--- src/rtl/core/chacha8_pkg.sv ---
// Shared types, constants and helper functions of the ChaCha8 counter generator.
package chacha8_pkg;

  localparam int unsigned NumKeyRegs = 4;
  localparam int unsigned CfgIdxW    = 2;

  localparam logic [1:0] FuncWord32 = 2'd0;
  localparam logic [1:0] FuncWord64 = 2'd1;
  localparam logic [1:0] FuncBelow  = 2'd2;

  localparam logic [31:0] Sigma0 = 32'h61707865;
  localparam logic [31:0] Sigma1 = 32'h3320646e;
  localparam logic [31:0] Sigma2 = 32'h79622d32;
  localparam logic [31:0] Sigma3 = 32'h6b206574;

  // Datapath operations issued by the controller
  typedef enum logic [3:0] {
    OpNone      = 4'd0,
    OpInitBlock = 4'd1,
    OpQuarter   = 4'd2,
    OpFinish    = 4'd3,
    OpTakeWord  = 4'd4,
    OpModStart  = 4'd5,
    OpModStep   = 4'd6,
    OpZeroRes   = 4'd7,
    OpBadRes    = 4'd8,
    OpLoadRes   = 4'd9,
    OpModRes    = 4'd10
  } dp_op_e;

  typedef struct packed {
    dp_op_e     op;
    logic [2:0] qsel;      // which of the eight quarter rounds
    logic       word_slot; // 0: low half of gathered word, 1: high half
    logic       min_pass;  // remainder pass computes the rejection minimum
    logic       low_only;  // result keeps only the low half, zero-extended
  } dp_cmd_t;

  typedef struct packed {
    logic       buf_empty;
    logic       mod_done;
    logic       reject;    // gathered value below the minimum
  } dp_status_t;

  function automatic logic [31:0] rotl32(input logic [31:0] x, input int unsigned n);
    rotl32 = (x << n) | (x >> (32 - n));
  endfunction

  function automatic logic [127:0] quarter_round(input logic [127:0] abcd);
    logic [31:0] a, b, c, d;
    a = abcd[127:96]; b = abcd[95:64]; c = abcd[63:32]; d = abcd[31:0];
    a = a + b; d = rotl32(d ^ a, 16);
    c = c + d; b = rotl32(b ^ c, 12);
    a = a + b; d = rotl32(d ^ a, 8);
    c = c + d; b = rotl32(b ^ c, 7);
    quarter_round = {a, b, c, d};
  endfunction

endpackage

--- src/rtl/core/chacha8_datapath.sv ---
// Datapath: key store, cipher state, word buffer, remainder unit, result register.
module chacha8_datapath (
  input  logic                       clk_i,
  input  logic                       rst_ni,
  input  logic                       cfg_valid_i,
  input  logic [1:0]                 cfg_index_i,
  input  logic [63:0]                cfg_data_i,
  input  logic [63:0]                bound_i,
  input  chacha8_pkg::dp_cmd_t       cmd_i,
  output chacha8_pkg::dp_status_t    status_o,
  output logic [63:0]                value_o,
  output logic                       bad_bound_o
);
  import chacha8_pkg::*;

  logic [63:0]  key_q [NumKeyRegs];
  logic [63:0]  ctr_q;
  logic [3:0]   left_q;
  logic [31:0]  st_q [16];
  logic [31:0]  blk_q [16];
  logic [63:0]  gath_q;
  logic [63:0]  bound_q;
  logic [63:0]  min_q;
  logic [63:0]  rem_q;
  logic [63:0]  dvd_q;
  logic [6:0]   bit_q;
  logic [63:0]  value_q;
  logic         bad_q;

  logic [31:0]  word;
  logic [3:0]   qa, qb, qc, qd;
  logic [127:0] qout;
  logic [64:0]  rem_sh;
  logic [64:0]  rem_sub;

  // Quarter-round lane selection: four column rounds then four diagonals
  always_comb begin
    qa = {2'b00, cmd_i.qsel[1:0]};
    if (!cmd_i.qsel[2]) begin
      qb = 4'd4 + {2'b00, cmd_i.qsel[1:0]};
      qc = 4'd8 + {2'b00, cmd_i.qsel[1:0]};
      qd = 4'd12 + {2'b00, cmd_i.qsel[1:0]};
    end else begin
      qb = 4'd4 + {2'b00, cmd_i.qsel[1:0] + 2'd1};
      qc = 4'd8 + {2'b00, cmd_i.qsel[1:0] + 2'd2};
      qd = 4'd12 + {2'b00, cmd_i.qsel[1:0] + 2'd3};
    end
    qout = quarter_round({st_q[qa], st_q[qb], st_q[qc], st_q[qd]});
  end

  // Next word out of the buffer (after a refill word 15 comes first)
  assign word = blk_q[left_q - 4'd1];

  // Restoring remainder step, one dividend bit per cycle
  assign rem_sh  = {rem_q, dvd_q[63]};
  assign rem_sub = rem_sh - {1'b0, bound_q};

  assign status_o.buf_empty = (left_q == 4'd0);
  assign status_o.mod_done  = (bit_q == 7'd0);
  assign status_o.reject    = (gath_q < min_q);

  // Key registers and counter
  always_ff @(posedge clk_i or negedge rst_ni) begin
    if (!rst_ni) begin
      for (int i = 0; i < NumKeyRegs; i++) key_q[i] <= '0;
      ctr_q  <= '0;
      left_q <= '0;
    end else if (cfg_valid_i) begin
      key_q[cfg_index_i] <= cfg_data_i;
      ctr_q  <= '0;
      left_q <= '0;
    end else if (cmd_i.op == OpFinish) begin
      ctr_q  <= ctr_q + 64'd1;
      left_q <= 4'd0; // first take wraps to word 15 and leaves 15 buffered
    end else if (cmd_i.op == OpTakeWord) begin
      left_q <= left_q - 4'd1;
    end
  end

  // Cipher working state and output block
  always_ff @(posedge clk_i) begin
    case (cmd_i.op)
      OpInitBlock: begin
        st_q[0] <= Sigma0; st_q[1] <= Sigma1; st_q[2] <= Sigma2; st_q[3] <= Sigma3;
        for (int i = 0; i < 4; i++) begin
          st_q[4 + 2 * i] <= key_q[i][31:0];
          st_q[5 + 2 * i] <= key_q[i][63:32];
        end
        st_q[12] <= ctr_q[31:0];
        st_q[13] <= ctr_q[63:32];
        st_q[14] <= '0;
        st_q[15] <= '0;
      end
      OpQuarter: begin
        st_q[qa] <= qout[127:96];
        st_q[qb] <= qout[95:64];
        st_q[qc] <= qout[63:32];
        st_q[qd] <= qout[31:0];
      end
      OpFinish: begin
        blk_q[0] <= st_q[0] + Sigma0; blk_q[1] <= st_q[1] + Sigma1;
        blk_q[2] <= st_q[2] + Sigma2; blk_q[3] <= st_q[3] + Sigma3;
        for (int i = 0; i < 4; i++) begin
          blk_q[4 + 2 * i] <= st_q[4 + 2 * i] + key_q[i][31:0];
          blk_q[5 + 2 * i] <= st_q[5 + 2 * i] + key_q[i][63:32];
        end
        blk_q[12] <= st_q[12] + ctr_q[31:0];
        blk_q[13] <= st_q[13] + ctr_q[63:32];
        blk_q[14] <= st_q[14];
        blk_q[15] <= st_q[15];
      end
      default: ;
    endcase
  end

  // Word gathering, remainder unit and result
  always_ff @(posedge clk_i or negedge rst_ni) begin
    if (!rst_ni) begin
      bit_q <= '0;
    end else begin
      case (cmd_i.op)
        OpModStart: begin
          bit_q <= 7'd64;
        end
        OpModStep: begin
          bit_q <= bit_q - 7'd1;
        end
        default: ;
      endcase
    end
  end

  always_ff @(posedge clk_i) begin
    case (cmd_i.op)
      OpTakeWord: begin
        if (cmd_i.word_slot) gath_q[63:32] <= word;
        else                 gath_q[31:0]  <= word;
      end
      OpModStart: begin
        rem_q   <= '0;
        if (cmd_i.min_pass) begin
          // bound is captured once, at acceptance of the request
          bound_q <= bound_i;
          dvd_q   <= 64'd0 - bound_i;
          min_q   <= '0;
        end else begin
          dvd_q <= gath_q;
        end
      end
      OpModStep: begin
        if (!rem_sub[64]) rem_q <= rem_sub[63:0];
        else              rem_q <= rem_sh[63:0];
        dvd_q <= {dvd_q[62:0], 1'b0};
        if (cmd_i.min_pass && bit_q == 7'd1) begin
          min_q <= (!rem_sub[64]) ? rem_sub[63:0] : rem_sh[63:0];
        end
      end
      OpZeroRes: begin value_q <= '0; bad_q <= 1'b0; end
      OpBadRes:  begin value_q <= '0; bad_q <= 1'b1; end
      OpLoadRes: begin
        value_q <= cmd_i.low_only ? {32'h0, gath_q[31:0]} : gath_q;
        bad_q   <= 1'b0;
      end
      OpModRes:  begin value_q <= rem_q; bad_q <= 1'b0; end
      default: ;
    endcase
  end

  assign value_o     = value_q;
  assign bad_bound_o = bad_q;

endmodule

--- src/rtl/core/chacha8_ctrl.sv ---
// Controller: sequences refills, word draws, remainder passes and result hand-off.
module chacha8_ctrl #(
  parameter int unsigned DOUBLE_ROUNDS = 4
) (
  input  logic                    clk_i,
  input  logic                    rst_ni,
  input  logic                    in_valid_i,
  output logic                    in_ready_o,
  input  logic [1:0]              func_i,
  input  logic [63:0]             bound_i,
  output logic                    out_valid_o,
  input  logic                    out_ready_i,
  input  chacha8_pkg::dp_status_t status_i,
  output chacha8_pkg::dp_cmd_t    cmd_o
);
  import chacha8_pkg::*;

  typedef enum logic [8:0] {
    StIdle   = 9'b000000001,
    StMin    = 9'b000000010,
    StFetch  = 9'b000000100,
    StRound  = 9'b000001000,
    StFinish = 9'b000010000,
    StTake   = 9'b000100000,
    StCheck  = 9'b001000000,
    StMod    = 9'b010000000,
    StOut    = 9'b100000000
  } state_e;

  localparam int unsigned RndW = $clog2(DOUBLE_ROUNDS * 8);

  state_e         state_q, state_d;
  logic [1:0]     func_q, func_d;
  logic           slot_q, slot_d;   // word position in current draw
  logic           second_q, second_d; // second word of current draw pending
  logic [RndW-1:0] rnd_q, rnd_d;
  logic           out_valid_q, out_valid_d;

  always_comb begin
    state_d     = state_q;
    func_d      = func_q;
    slot_d      = slot_q;
    second_d    = second_q;
    rnd_d       = rnd_q;
    out_valid_d = out_valid_q;
    cmd_o       = '{op: OpNone, qsel: rnd_q[2:0], word_slot: slot_q,
                    min_pass: (state_q == StMin), low_only: 1'b0};
    if (out_valid_q && out_ready_i) out_valid_d = 1'b0;
    case (state_q)
      StIdle: begin
        if (in_valid_i && (!out_valid_q || out_ready_i)) begin
          func_d = func_i;
          case (func_i)
            FuncWord32: begin
              slot_d = 1'b0; second_d = 1'b0; state_d = StFetch;
            end
            FuncWord64: begin
              slot_d = 1'b1; second_d = 1'b1; state_d = StFetch;
            end
            FuncBelow: begin
              if (bound_i == 64'd0) begin
                cmd_o.op = OpBadRes; out_valid_d = 1'b1;
              end else begin
                cmd_o.op = OpModStart; cmd_o.min_pass = 1'b1; state_d = StMin;
              end
            end
            default: begin
              cmd_o.op = OpZeroRes; out_valid_d = 1'b1;
            end
          endcase
        end
      end
      StMin: begin
        cmd_o.op = OpModStep;
        if (status_i.mod_done) begin
          cmd_o.op = OpNone; slot_d = 1'b0; second_d = 1'b1; state_d = StFetch;
        end
      end
      StFetch: begin
        if (status_i.buf_empty) begin
          cmd_o.op = OpInitBlock; rnd_d = '0; state_d = StRound;
        end else begin
          state_d = StTake;
        end
      end
      StRound: begin
        cmd_o.op = OpQuarter;
        rnd_d = rnd_q + 1'b1;
        if (rnd_q == RndW'(DOUBLE_ROUNDS * 8 - 1)) state_d = StFinish;
      end
      StFinish: begin
        cmd_o.op = OpFinish; state_d = StTake;
      end
      StTake: begin
        cmd_o.op = OpTakeWord;
        if (second_q) begin
          second_d = 1'b0; slot_d = ~slot_q; state_d = StFetch;
        end else begin
          state_d = StCheck;
        end
      end
      StCheck: begin
        if (func_q != FuncBelow) begin
          cmd_o.op = OpLoadRes; cmd_o.low_only = (func_q == FuncWord32); state_d = StOut;
        end else if (status_i.reject) begin
          slot_d = 1'b0; second_d = 1'b1; state_d = StFetch;
        end else begin
          cmd_o.op = OpModStart; state_d = StMod;
        end
      end
      StMod: begin
        cmd_o.op = OpModStep;
        if (status_i.mod_done) begin
          cmd_o.op = OpModRes; state_d = StOut;
        end
      end
      StOut: begin
        out_valid_d = 1'b1; state_d = StIdle;
      end
      default: state_d = StIdle;
    endcase
  end

  always_ff @(posedge clk_i or negedge rst_ni) begin
    if (!rst_ni) begin
      state_q     <= StIdle;
      func_q      <= '0;
      slot_q      <= 1'b0;
      second_q    <= 1'b0;
      rnd_q       <= '0;
      out_valid_q <= 1'b0;
    end else begin
      state_q     <= state_d;
      func_q      <= func_d;
      slot_q      <= slot_d;
      second_q    <= second_d;
      rnd_q       <= rnd_d;
      out_valid_q <= out_valid_d;
    end
  end

  assign in_ready_o  = (state_q == StIdle) && (!out_valid_q || out_ready_i);
  assign out_valid_o = out_valid_q;

endmodule

--- src/rtl/core/chacha8_counter_prng_core.sv ---
// Top level of the ChaCha8 counter-mode random number generator.
//  channel  direction  handshake               payload
//  in       input      in_valid_i/in_ready_o   func_i, bound_i
//  out      output     out_valid_o/out_ready_i value_o, bad_bound_o
//  cfg      input      cfg_valid_i/cfg_ready_o cfg_index_i, cfg_data_i
// A 32-bit request draws one buffered word and a 64-bit one two; an empty buffer is
// refilled at one quarter round per cycle. A bounded request adds two remainder
// passes (one bit per cycle), plus a two-word redraw per rejection. Reset empties
// the buffer and clears the key and counter. A waiting result holds off only the
// next request.
module chacha8_counter_prng_core #(
  parameter int unsigned DOUBLE_ROUNDS = 4
) (
  input  logic        clk_i,
  input  logic        rst_ni,
  input  logic        in_valid_i,
  output logic        in_ready_o,
  input  logic [1:0]  func_i,
  input  logic [63:0] bound_i,
  output logic        out_valid_o,
  input  logic        out_ready_i,
  output logic [63:0] value_o,
  output logic        bad_bound_o,
  input  logic        cfg_valid_i,
  output logic        cfg_ready_o,
  input  logic [1:0]  cfg_index_i,
  input  logic [63:0] cfg_data_i
);
  import chacha8_pkg::*;

  dp_cmd_t    cmd;
  dp_status_t status;

  assign cfg_ready_o = 1'b1;

  chacha8_ctrl #(.DOUBLE_ROUNDS(DOUBLE_ROUNDS)) u_ctrl (
    .clk_i, .rst_ni, .in_valid_i, .in_ready_o, .func_i, .bound_i,
    .out_valid_o, .out_ready_i, .status_i(status), .cmd_o(cmd)
  );

  chacha8_datapath u_dp (
    .clk_i, .rst_ni, .cfg_valid_i, .cfg_index_i, .cfg_data_i, .bound_i,
    .cmd_i(cmd), .status_o(status), .value_o, .bad_bound_o
  );
endmodule

--- config.mk ---
export PLATFORM = sky130hd
export DESIGN_NAME = chacha8_counter_prng_core
export DESIGN_NICKNAME = d
export VERILOG_FILES = /design/src/rtl/core/chacha8_pkg.sv /design/src/rtl/core/chacha8_datapath.sv /design/src/rtl/core/chacha8_ctrl.sv /design/src/rtl/core/chacha8_counter_prng_core.sv
export SDC_FILE = /design/constraint.sdc
export NUM_CORES = 2
export LEC_CHECK = 0
export BUFFER_PORTS_ARGS = -buffer_cell sky130_fd_sc_hd__buf_4
export CAP_MARGIN = 20
export CORE_ASPECT_RATIO = 1.4
export CORE_MARGIN = 2
export CORE_UTILIZATION = 36
export DETAILED_ROUTE_END_ITERATION = 10
export HOLD_SLACK_MARGIN = 0.03
export PLACE_DENSITY = 0.57
export REMOVE_ABC_BUFFERS = 1
export SYNTH_ARGS = -nofsm -noshare
export SYNTH_HDL_FRONTEND = slang
export SYNTH_SLANG_ARGS = --single-unit
--- constraint.sdc ---
create_clock -name clk_i -period 169.4 [get_ports clk_i]
set_input_delay 16.94 -clock clk_i [delete_from_list [all_inputs] [get_ports clk_i]]
set_output_delay 16.94 -clock clk_i [all_outputs]
set_load 0.05 [all_outputs]
# Word-level counts from Yosys, hierarchy flattened
# Memories as Yosys holds them, arrays and structs flattened.
# Index checks and enable logic that the tools add are counted.
dict set report classes {
  n_mul 0
  muxes 84
  magnitude_cmp 3
  eq_ne 37
  shifts 0
  n_bitwise 10
  n_reduce_logical 35
  n_addsub 33
  div 0
}
# operator n
set op_table {}
lappend op_table {{two-way mux 64 bit} 8}
lappend op_table {{adder 32 bit} 14}
lappend op_table {{case mux 64 bit (2 select lines)} 3}
lappend op_table {{bitwise mux 256 bit} 1}
lappend op_table {{case mux 64 bit (3 select lines)} 1}
lappend op_table {{demux 64 bit (select 2 bit)} 1}
lappend op_table {{two-way mux 32 bit} 4}
lappend op_table {{OR reduction 32 bit} 4}
lappend op_table {{XOR 32 bit} 4}
lappend op_table {{adder 32 x 31 -> 32 bit, second input constant} 3}
lappend op_table {{case mux 9 bit (8 select lines)} 1}
lappend op_table {{subtractor 65 x 64 -> 65 bit} 1}
lappend op_table {{adder 64 x 1 -> 64 bit, second input constant} 1}
lappend op_table {{zero test 64 bit} 1}
lappend op_table {{less-than comparator 64 bit} 1}
lappend op_table {{subtractor 1 x 64 -> 64 bit, first input constant} 1}
lappend op_table {{two-way mux 4 bit} 14}
lappend op_table {{two-way mux 9 bit} 6}
lappend op_table {{adder 32 x 30 -> 32 bit, second input constant} 1}
lappend op_table {{OR 32 x 12 -> 32 bit} 1}
lappend op_table {{OR 32 x 16 -> 32 bit} 1}
lappend op_table {{OR 32 x 7 -> 32 bit} 1}
lappend op_table {{OR 32 x 8 -> 32 bit} 1}
lappend op_table {{case mux 4 bit (8 select lines)} 1}
lappend op_table {{59 further kinds} 127}
dict set report word_totals {
  latchBits 0
  n_memories 2
  elab_cells 225
  in_bits 137
  rom_bits 0
  mem_bits_rw 1024
  ff_bits 735
  out_inout_bits 68
}
# memory words word_bits read_ports rd_ports_with_merged_regs wr line_no
set mem_list {}
lappend mem_list {u_dp.blk_q 16 32 1 0 16 chacha8_datapath.sv:20} ;# logic [31:0] blk_q [16];
lappend mem_list {u_dp.st_q 16 32 20 0 16 chacha8_datapath.sv:19} ;# logic [31:0] st_q [16];

# Logic depth before layout (Yosys ltp)
# An unclocked memory read counts as a cell.
dict set report logic_depth {
  word_depth 17
  mapped_depth 82
  mapped_depth_nobuf 75
}

# Modules after synthesis
# Synthesis repeated with hierarchy kept, for this count alone.
dict set report hier_totals {
  cells_unflattened 8503
  area_unflattened_um2 100988.1
}
# mod instances cells_per_inst seq_area_each_um2 area_per_inst_um2
set modules_own_cells {}
lappend modules_own_cells {chacha8_datapath 1 8325 50593.5 99511.7}
lappend modules_own_cells {chacha8_ctrl 1 176 476.7 1465.2}
lappend modules_own_cells {chacha8_counter_prng_core 1 2 0.0 11.3}

# Worst setup path before layout
# No wires, ideal clock.
dict set report synth_path {
  path_kind {register to register}
  start {reg u_ctrl.state_q[1]}
  end {reg u_dp.dvd_q[0] (enable)}
  path_stages_with_launch 9
  slack_ps 108857
  t_required_ps 168597
  setup_ps 803
  synth_period_minus_slack_ps 60543
  arrival_ps 59740
  n_path_buf 0
  cell_sequence {dfrtp_1 -> nor4_1 -> nand2_1 -> nor4b_1 -> nor3_1 -> nand3_1 -> o21ai_0 -> a31oi_1 -> inv_1}
}
dict set report synth_between {
  elab_chain_cells 4
  elab_cells_between_ends 12
  cone_classes {eq/ne: 10; mux: 1; reduce/logical: 1}
}
# element line_no
set synth_rtl {}
lappend synth_rtl {{start, declared} chacha8_ctrl.sv:32} ;# state_e state_q, state_d;
lappend synth_rtl {{start signal, assigned} chacha8_ctrl.sv:126} ;# state_q <= StIdle;
lappend synth_rtl {{start signal, assigned} chacha8_ctrl.sv:133} ;# state_q <= state_d;
lappend synth_rtl {{equality test 9 x 8 -> 1 bit, or another cell as far along} chacha8_ctrl.sv:49} ;# case (state_q)
lappend synth_rtl {{case mux 4 bit (8 select lines) (*)} chacha8_ctrl.sv:49}
lappend synth_rtl {{equality test 4 x 3 -> 1 bit} chacha8_datapath.sv:134} ;# case (cmd_i.op)
lappend synth_rtl {{nonzero test 2 bit (no line) (*)} --}
lappend synth_rtl {{end signal, assigned} chacha8_datapath.sv:144} ;# dvd_q <= 64'd0 - bound_i;
lappend synth_rtl {{end signal, assigned} chacha8_datapath.sv:147} ;# dvd_q <= gath_q;
lappend synth_rtl {{end signal, assigned} chacha8_datapath.sv:153} ;# dvd_q <= {dvd_q[62:0], 1'b0};
lappend synth_rtl {{end, declared} chacha8_datapath.sv:25} ;# logic [63:0] dvd_q;
# Every way passes the cells marked *; elsewhere a longest branch is shown, timed or not.
# A chain may end at the register's enable or synchronous reset.

# Final worst setup path
dict set report layout_path {
  start {in out_ready_i}
  end {out in_ready_o}
}
dict set report layout_between {
  elab_chain_cells 2
}
# element line_no
set layout_rtl {}
lappend layout_rtl {{start, declared} chacha8_counter_prng_core.sv:21} ;# input logic out_ready_i,
lappend layout_rtl {{logical OR 1 bit} chacha8_ctrl.sv:142} ;# assign in_ready_o = (state_q == StIdle) && (!out_valid_q || out_ready_i);
lappend layout_rtl {{logical AND 1 bit} chacha8_ctrl.sv:142}
lappend layout_rtl {{end, declared} chacha8_counter_prng_core.sv:17} ;# output logic in_ready_o,
# Every way passes these cells.

==> metrics.yaml <==
status:
  outcome: "complete, no violations"
critical_path:
  worst_r2r_endpoint: "u_dp.st_q[6][3]"
  crit_path_top_delay_cell: "and2_1"
  rr_worst_depth: 69
  required_ns: 152.46
  critPathMaxStageDelay_ns: 0.26
  r2r_start: "u_ctrl.rnd_q[0]"
  path_max_fanout: 3
  critical_path_class: "in2out"
  crit_top_cell: "buf_4"
  cp-end-kind: "output port"
  rrSetupSlack_ns: 146.98
  crit_path_start_kind: "primary input"
  critPathArrivalTime_ns: 17.72
  path_cells: "buf_4, nand2b_1, and2_1, buf_4"
clock_tree:
  htree_levels: 4
  clk_pin_slew_ns: 0.06
  cts_root_buf: "clkbuf_16"
  clk_latency_ns: 0.89
  cts_hold_buf: 0
  post_cts_buffers: 0
  cts_tree: "yes"
  cts.path.max_buffers: 4
  cts_resized: 0
  cts_sinks: 1759
  cts_buffers: 191
route:
  wirelength_um: 335000
  wl_per_cell_um: 26.5
  drc_errors: 0
  ant_nets: 0
  dr.first_iter.drc_count: 5618
  viasPerCell: 5.51
  vias: 69500
  dr.pass1.iters: 6
placement:
  portBuffers: 203
  gp_congestion: 1.03
  hpwl_um: 262000
global_route:
  grt_pass1_wl_um: 479000
  grt_max_degree: 137
  antenna_found_initial: 16
  grt_pass1_vias: 70900
  overflow: 0
  grt_usage_pct: 23.5
sta:
  fmax_ghz: 0.0289
  fin_crit_sh_pct: 20.5
  hold_viol: 0
  fin_worst_skew_ns: 0.0745
  setup_tns_ns: 0
  fin_crit_ns: 34.66
  drv_slew: 0
  maxSlewHeadroom_pct: 16.8
  tightestPinTransition_ns: 1.24
  setup_viol: 0
  grt_setup_unrepaired: "false"
floorplan:
  die_area_mm2: 0.280
  start_util_pct: 36.1
  io_pins: 205
  fp.coreArea_mm2: 0.275
  fp-row-count: 228
  fp.dieW_um: 448
  die_h_um: 625
logic_synthesis:
  netlist_area_mm2: 0.0993
  ys_types: 106
  synth_area_leaders: "edfxtp_1 43%, dfrtp_1 8.8%, ha_1 7.2%, mux4_2 6.4%, xnor2_1 3.8%"
  ys_warn_count: 0
  seq_area_frac_synth_pct: 51.4
  synth_top_area_cell: "edfxtp_1"
  synth_edf_count: 1409
  synth.top_cell.area_share_pct: 42.6
  async_reset_ff_share_pct: 19.9
  synthFlopType: "edfxtp_1"
  avgSynthCellArea_um2: 11.7
  synth_seq_cells: 1759
  syn_inst: 8509
finish:
  register_area_mm2: 0.0511
  areaGrowthSynthToFinish_pct: 12.8
  layout.nets: 9495
  final_cell_mix: "1409 x edfxtp_1, 861 x nand2_1, 705 x nor2_1, 570 x ha_1, 541 x o21ai_0"
  fillers: 26000
  multi_input_area_mm2: 0.0460
  final_common_cell: "edfxtp_1"
  drive_gt1_share_pct: 14.8
flow_run:
  max_cap_viol_count: 0
min_path:
  min_path_type: "reg2reg"
  hold_end: "u_dp.blk_q[15][8]"
  hold_depth: 0
  hold_start: "u_dp.st_q[15][8]"
-- layer usage --
| layer | GRT usage, % | part of all wire (%) |
|---|---|---|
| met1 | 26.7 | 37 |
| met3 | 2.70 | 4.9 |
| met2 | 42.9 | 52 |
| met4 | 12.3 | 5.8 |
| met5 | 0 | 0.0030 |
-- cell type report --
type	count	area share, %
well taps	3680	4.11
inverters	391	1.31
clock buffers	258	4.78
repair buffers	334	2.30
multi-input cells	6095	41.1
clock inverters	90	0.816
diodes	2	0.00447
flip-flops and latches	1759	45.6
-- kinds of logic after synthesis --
family / Yosys count / share of synthesized area (%)
AND/OR/NAND/NOR: 2421 / 11.0
AO/OA/AOI/OAI: 1741 / 10.8
flip-flops: 1759 / 51.4
other: 1 / 0.00378
XOR/XNOR: 773 / 7.05
multiplexers: 571 / 9.65
buffers and inverters: 655 / 2.52
adder cells (fa/ha/maj): 588 / 7.51
-- state kept, by name, indices dropped and copies added (netlist names), 2 cells and up --
signal / flops
u_dp.blk_q: 512
u_dp.st_q: 512
u_dp.key_q: 256
u_dp.bound_q: 64
u_dp.ctr_q: 64
u_dp.dvd_q: 64
u_dp.gath_q: 64
u_dp.min_q: 64
u_dp.rem_q: 64
u_dp.value_o: 64
u_ctrl.state_q: 9
u_dp.bit_q: 7
u_ctrl.rnd_q: 5
u_dp.left_q: 4
u_ctrl.func_q: 2
-- metrics by stage --
| step | cell area, um2 | cells | hold slack (ns) | util (%) | worst slack (ns) |
|---|---|---|---|---|---|
| floorplan | 98200 | 8245 | 0.421 | - | 108.52 |
| global placement | 106000 | 12200 | 0.424 | 38.4 | 134.69 |
| detailed placement | 106000 | 12300 | 0.428 | 38.4 | 134.69 |
| CTS | 112000 | 12600 | 0.441 | 40.7 | 134.69 |
| global route | 112000 | 12600 | 0.460 | 40.7 | 134.69 |
| finish | 112000 | 12600 | 0.441 | 40.7 | 134.74 |
-- worst max path at each step --
| stage | depth (start not counted) | to | start |
|---|---|---|---|
| after floorplan | 8 | u_dp.dvd_q[0] | u_ctrl.state_q[1] |
| after global placement | 4 | in_ready_o | out_ready_i |
| after detailed placement | 4 | in_ready_o | out_ready_i |
| after CTS | 4 | in_ready_o | out_ready_i |
| after global routing | 4 | in_ready_o | out_ready_i |
| final | 4 | in_ready_o | out_ready_i |
-- Yosys cell counts, types with 73 or more instances --
library cell / count
xor2_1: 313
ha_1: 572
nand3_1: 164
nor2_1: 707
clkbuf_1: 219
edfxtp_1: 1409
dfrtp_1: 349
nand2b_1: 81
mux2_2: 267
or3_1: 78
nor3_1: 141
inv_1: 391
mux4_2: 282
nor2b_1: 73
nand2_1: 877
o21ai_0: 541
a21oi_1: 527
xnor2_1: 436
a21o_1: 142
-- critical path, delay by kind of cell --
family / cells / cell delay [ns]
simple gates: 2 / 0.46
buf+inv: 2 / 0.32
Power is left out: the tool's default activity adds up to more than one toggle a clock period on the data nets, which glitch-free logic cannot reach.
